==> config.mk <==
export PLATFORM = sky130hd
export DESIGN_NAME = lc3_ctrl
export DESIGN_NICKNAME = d
export VERILOG_FILES = /design/src/hdl/lc3_pkg.sv /design/src/hdl/lc3_ctrl.sv
export SDC_FILE = /design/constraint.sdc
export NUM_CORES = 1
export LEC_CHECK = 0
export BUFFER_PORTS_ARGS = -buffer_cell sky130_fd_sc_hd__buf_2
export CAP_MARGIN = 20
export CORE_AREA = 2 2 39 41
export CTS_BUF_LIST = sky130_fd_sc_hd__clkbuf_16
export CTS_CLUSTER_SIZE = 30
export DETAILED_ROUTE_END_ITERATION = 8
export DIE_AREA = 0 0 41 43
export GPL_TIMING_DRIVEN = 0
export MAX_ROUTING_LAYER = met4
export REMOVE_ABC_BUFFERS = 1
export SLEW_MARGIN = 15
export SYNTH_ARGS = -nofsm -noshare
export SYNTH_HDL_FRONTEND = slang
export SYNTH_SLANG_ARGS = --single-unit
==> constraint.sdc <==
create_clock -name clk -period 3.03 [get_ports clk]
set_input_delay 0.606 -clock clk [delete_from_list [all_inputs] [get_ports clk]]
set_output_delay 0.606 -clock clk [all_outputs]
set_load 0.01 [all_outputs]
==> src/hdl/lc3_pkg.sv <==
`default_nettype none
// ----------------------------------------------------------------------------
// LC-3 execute package
// Shared constants, codes, command and status structures and helpers.
// ----------------------------------------------------------------------------
package lc3_pkg;

    localparam int MEMORY_WORDS = 65536;
    localparam int MEM_AW = $clog2(MEMORY_WORDS);

    localparam logic [15:0] USER_START_RST = 16'h3000;
    localparam logic [15:0] USER_MAX_RST = 16'hFDFF;

    typedef logic [3:0] status_t;
    localparam status_t ST_OK = 4'd0;
    localparam status_t ST_HALT = 4'd1;
    localparam status_t ST_PAD = 4'd2;
    localparam status_t ST_OPC = 4'd3;
    localparam status_t ST_BRC = 4'd4;
    localparam status_t ST_LOW = 4'd5;
    localparam status_t ST_HIGH = 4'd6;
    localparam status_t ST_TRAP = 4'd7;
    localparam status_t ST_UNSUP = 4'd8;
    localparam status_t ST_STOP = 4'd9;

    localparam logic [1:0] CMD_RESTART = 2'd0;
    localparam logic [1:0] CMD_LOAD = 2'd1;
    localparam logic [1:0] CMD_EXEC = 2'd2;

    localparam logic [3:0] OP_BR = 4'h0;
    localparam logic [3:0] OP_ADD = 4'h1;
    localparam logic [3:0] OP_LD = 4'h2;
    localparam logic [3:0] OP_ST = 4'h3;
    localparam logic [3:0] OP_JSR = 4'h4;
    localparam logic [3:0] OP_AND = 4'h5;
    localparam logic [3:0] OP_LDR = 4'h6;
    localparam logic [3:0] OP_STR = 4'h7;
    localparam logic [3:0] OP_NOT = 4'h9;
    localparam logic [3:0] OP_LDI = 4'hA;
    localparam logic [3:0] OP_STI = 4'hB;
    localparam logic [3:0] OP_JMP = 4'hC;
    localparam logic [3:0] OP_LEA = 4'hE;
    localparam logic [3:0] OP_TRAP = 4'hF;

    localparam logic [7:0] TV_GETC = 8'h20;
    localparam logic [7:0] TV_OUT = 8'h21;
    localparam logic [7:0] TV_PUTS = 8'h22;
    localparam logic [7:0] TV_IN = 8'h23;
    localparam logic [7:0] TV_PUTSP = 8'h24;
    localparam logic [7:0] TV_HALT = 8'h25;
    localparam logic [7:0] TV_DUMP = 8'h27;

    typedef struct packed {
        logic clr;
        logic disp;
        logic fetch;
        logic exec;
        logic ind;
        logic load;
        logic done;
    } ctrl_cmd_t;

    typedef struct packed {
        logic clr_last;
        logic run;
        logic pc_fault;
        logic need_ind;
        logic need_load;
    } dp_stat_t;

    function automatic status_t range_chk(input logic [15:0] a, input logic [15:0] lo,
                                          input logic [15:0] hi);
        status_t s;
        if (a < lo)
        begin
            s = ST_LOW;
        end
        else if (a > hi)
        begin
            s = ST_HIGH;
        end
        else
        begin
            s = ST_OK;
        end
        return s;
    endfunction

    function automatic logic [2:0] nzp(input logic [15:0] v);
        logic [2:0] f;
        if (v[15])
        begin
            f = 3'b100;
        end
        else if (v == 16'h0000)
        begin
            f = 3'b010;
        end
        else
        begin
            f = 3'b001;
        end
        return f;
    endfunction

endpackage
`default_nettype wire

==> src/hdl/lc3_ctrl.sv <==
`default_nettype none
// ----------------------------------------------------------------------------
// LC-3 execute controller
// One-hot sequencer for memory clearing, dispatch, fetch, execute and result.
// ----------------------------------------------------------------------------
module lc3_ctrl (
    input  wire logic              clk,
    input  wire logic              rst_n,
    input  wire logic              start,
    input  wire lc3_pkg::dp_stat_t stat,
    output lc3_pkg::ctrl_cmd_t     cmd_o,
    output logic                   busy
);
    import lc3_pkg::*;

    typedef enum logic [7:0] {
        S_CLEAR = 8'b0000_0001,
        S_IDLE  = 8'b0000_0010,
        S_DISP  = 8'b0000_0100,
        S_FETCH = 8'b0000_1000,
        S_EXEC  = 8'b0001_0000,
        S_IND   = 8'b0010_0000,
        S_LOAD  = 8'b0100_0000,
        S_DONE  = 8'b1000_0000
    } state_t;

    state_t state_reg;
    state_t state_next;

    always_ff @(posedge clk or negedge rst_n)
    begin
        if (!rst_n)
        begin
            state_reg <= S_CLEAR;
        end
        else
        begin
            state_reg <= state_next;
        end
    end

    always_comb
    begin
        state_next = state_reg;
        case (state_reg)
            S_CLEAR:
            begin
                if (stat.clr_last)
                begin
                    state_next = S_IDLE;
                end
            end
            S_IDLE:
            begin
                if (start)
                begin
                    state_next = S_DISP;
                end
            end
            S_DISP:
            begin
                state_next = stat.run ? S_FETCH : S_DONE;
            end
            S_FETCH:
            begin
                state_next = stat.pc_fault ? S_DONE : S_EXEC;
            end
            S_EXEC:
            begin
                if (stat.need_ind)
                begin
                    state_next = S_IND;
                end
                else if (stat.need_load)
                begin
                    state_next = S_LOAD;
                end
                else
                begin
                    state_next = S_DONE;
                end
            end
            S_IND:
            begin
                state_next = stat.need_load ? S_LOAD : S_DONE;
            end
            S_LOAD:
            begin
                state_next = S_DONE;
            end
            S_DONE:
            begin
                state_next = S_IDLE;
            end
            default:
            begin
                state_next = S_IDLE;
            end
        endcase
    end

    assign cmd_o.clr   = (state_reg == S_CLEAR);
    assign cmd_o.disp  = (state_reg == S_DISP);
    assign cmd_o.fetch = (state_reg == S_FETCH);
    assign cmd_o.exec  = (state_reg == S_EXEC);
    assign cmd_o.ind   = (state_reg == S_IND);
    assign cmd_o.load  = (state_reg == S_LOAD);
    assign cmd_o.done  = (state_reg == S_DONE);
    assign busy = (state_reg != S_IDLE);

endmodule
`default_nettype wire

== Word level (Yosys, flattened, before mapping) ==
Cells that the tools add are included.

* Eq/ne operators: 11
* Multiplexer cells: 7
* Reductions and logical operators: 1

{| class="wikitable"
|+ Operators with widths
! kind !! number
|-
| $pmux 8 s7 || 1
|-
| $mux 8 || 6
|-
| $eq 8x1->1 const B || 1
|-
| $eq 8x2->1 const B || 1
|-
| $eq 8x3->1 const B || 1
|-
| $eq 8x4->1 const B || 1
|-
| $eq 8x5->1 const B || 1
|-
| $eq 8x6->1 const B || 1
|-
| $eq 8x7->1 const B || 1
|-
| $eq 8x8->1 const B || 1
|-
| $ne 8x2->1 const B || 1
|-
| $ne 2x2->1 const B || 2
|-
| $reduce_and 2->1 || 1
|}

* Bits in registers: 8
* Output and inout bits: 8
* Logic and storage cells: 20

== Logic depth before layout (Yosys ltp) ==
* Depth after elaboration: 3
* Depth in mapped cells: 5
* Gate-level depth less buffers: 4

== Worst setup path after synthesis ==
OpenSTA, ideal clock, no wires.

* Path kind: reg-to-output
* Start point: register state_reg[1]
* End point: output port cmd_o[2] in the netlist's numbering
* Arrival time: 1.102 ns
* Setup slack: 1.322 ns
* Cell stages (with the launch flop): 4
* Path buffers: 0
* Cells stage by stage: dfrtp_1 -> nor4_2 -> nand2_1 -> nor2_1

{| class="wikitable"
|+ RTL lines
! item !! line !! source
|-
| from (decl) || lc3_ctrl.sv:27 || <nowiki>state_t state_reg;</nowiki>
|-
| from (signal assigned) || lc3_ctrl.sv:38 || <nowiki>state_reg <= state_next;</nowiki>
|-
| to (decl) || lc3_ctrl.sv:11 || <nowiki>output lc3_pkg::ctrl_cmd_t cmd_o,</nowiki>
|}

==> metrics <==
first-pass GRT wire length 1550 um; filler cell count 137; HPWL after DPL 827 um; wire per inst 11.5 um; maxcap violations 0; initial antenna violation count 0; clock root cell clkbuf_16; post-synth top area share 35.2%; Yosys top cell by area dfrtp_1; Reg2Reg Depth 4; gr ovfl total 0; Leakage 0.317 nW; flops & latches, synth 8; final-report max-slew violation count 0; Min-Delay Path Class in -> async; max reg flops 8; I/O Buffers 15; Slowest Stage Delay on Critical Path 0.40 ns; Syn-to-layout area delta 33.4%; # rows 14; CP Max Fanout 4; largest cells by area after synthesis dfrtp_1 (35%), dfstp_2 (5.3%), nor2_1 (5.3%); TritonRoute pass-1 iters 2; fraction of layout instances using a drive strength above 1 38.0%; Worst setup EP type output pin; CTS max path bufs 2; H-Tree Depth 1; routability cong. 0.753; Yosys Warn Count 0; Peak supply drop 0.391 mV; clock latency at the later pin of the worst-skew pair 0.23 ns; DIE HEIGHT 43 um; Worst Setup Start Kind flop; Worst Max-Slew Pin Slew 0.400 ns; Die ar. 0.00176 mm^2; I/O Pins 16; TNS Setup 0 ns; Clock Pin Slew Worst Setup and Hold Paths 0.04 ns; CP delay by family, top simple AND/OR/NAND/NOR gates; ANT cells 0; WP data arrival 1.54 ns; Seq/Total Area, Yosys 40.5%; unrepaired setup endpoints after global routing false; 1st-iter DRT viols 3; drt total wl 1000 um; final antenna-violating net count 0; total clock sinks 8; Initial Utilization 36.0%; reg2reg end state_reg[7]$_DFFE_PN0P_; Placed Area 586 um^2; crit-path cells nor4_2, nand2_1, nor2_1, buf_2; Clock Skew 0.00201 ns; post-route clock period utilization 70.7%; gr usage total 14.0%; min Tclk post-route 2.14 ns; vias in the first global route 386; worst slack, placed 1.13 ns; final hold violation count 0; Final WS setup 0.887 ns; Num CTS Buffers 3; via count 458; CP Buf/Inv Count 1; Max-Slew Margin vs Limit 73.1%; area of the core 0.00138 mm^2; power per standard cell area 780 mW/mm^2; postcts setup bufs 0; largest net degree at the start of global routing 9; # setup viols final 0; Distinct cells, synth 27; final instance area 664 um^2; critical path type reg -> out; drc violations 0; Slowest-stage cell, CP dfrtp_1; Cells after Synth 53; Vias/cell 5.26; FF-to-FF setup slack 1.44 ns; Die Span X 41 um; Syn Area/Cell 9.40 um^2; maximum clock frequency 0.467 GHz; Post-CTS Hold Fix Bufs 0; outcome complete, no violations; CTS tree done; nets@finish 80; PostCTS Resize Cnt 0; CP required 2.42 ns; RR Startpoint state_reg[0]$_DFFE_PN1P_; Synth Cell Area 498 um^2
cells in the final DEF (no fill, tap or decap):
master,n
buf_2,15
nor2_1,7
dfrtp_1,7
nand2_1,6
nor3_1,4
clkbuf_16,3
nor4_2,2
nor2b_1,2
nand3_1,2
nand2b_1,2
nor3b_1,2
o21a_1,2
nor2_2,1
and4b_2,1
and4b_4,1
or2b_1,1
nor2b_4,1
or4b_1,1
and2_1,1
and2_2,1
o21ai_0,1
a21oi_1,1
a211o_1,1
xor2_1,1
a21boi_2,1
nand4b_1,1
nand4_1,1
inv_1,1
dfstp_2,1
cells in the mapped netlist:
master    n
nand4_1   1
and4b_4   1
nand4b_1  1
xor2_1    1
and4b_2   1
nor2b_1   2
o21a_1    2
or4b_1    1
nor4_2    2
o21ai_0   1
nor2b_4   1
buf_4     1
nor3b_1   2
nand2_1   6
or2b_1    1
nor2_1    7
dfrtp_1   7
a21boi_2  1
a211o_1   1
and2_1    1
a21oi_1   1
nand2b_1  2
dfstp_2   1
nor3_1    4
and2_2    1
nor2_2    1
nand3_1   2
worst register-to-register path: cells and delay by family, from the launching register on:
family | cells | cell delay (ns)
flip-flops | 1 | 0.56
AND/OR/NAND/NOR | 4 | 0.89
worst max-delay path by stage:
| stage | slack [ns] | start | cells after the start | to |
|---|---|---|---|---|
| detailed placement | 1.13 | state_reg[1]$_DFFE_PN0P_ | 4 | cmd_o[2] |
| global placement | 1.14 | state_reg[1]$_DFFE_PN0P_ | 4 | cmd_o[2] |
| floorplan | 1.32 | state_reg[1]$_DFFE_PN0P_ | 3 | cmd_o[2] |
| finish | 0.89 | state_reg[1]$_DFFE_PN0P_ | 4 | cmd_o[2] |
| global route | 0.77 | state_reg[1]$_DFFE_PN0P_ | 4 | cmd_o[2] |
| CTS | 0.89 | state_reg[1]$_DFFE_PN0P_ | 4 | cmd_o[2] |
cells by family after synthesis:
kind of cell	share of synthesized area (%)
compound gates	9.04
xor+xnor	1.76
buf+inv	1.51
flops	40.5
simple gates	47.2
cell type report:
class / instances / area [um^2] / area share, %
timing repair buffer: 15 / 75.1 / 11.3
clock inverter: 1 / 3.75 / 0.565
tap: 16 / 20.0 / 3.01
sequential: 8 / 201 / 30.3
clock buffer: 3 / 75.1 / 11.3
multi-input combinational: 44 / 289 / 43.5
metrics by stage:
stage	util, %	hold WS [ns]	power, mW	cells
final	48.0	0.208	0.519	87
after global routing	48.0	0.221	0.554	87
after CTS	48.0	0.213	0.525	87
after detailed placement	42.3	0.458	0.299	83
after global placement	42.3	0.458	0.295	83
after floorplan	-	0.310	0.255	52
power by group:
part           switching, mW  internal (mW)  total [mW]
Sequential            0.0257          0.124       0.149
Combinational         0.0786         0.0688       0.147
Clock                 0.0504          0.172       0.222
Total                  0.155          0.364       0.519
layer usage:
metal / vias up / GRT usage, % / part of all wire (%)
met3: 2 / 7.85 / 8.5
met2: 16 / 19.4 / 45
li1: 225 / - / -
met5: - / - / 0
met4: 0 / 6.00 / 1.5
met1: 215 / 16.3 / 44
Note: power is estimated with default switching activity, not from simulation.
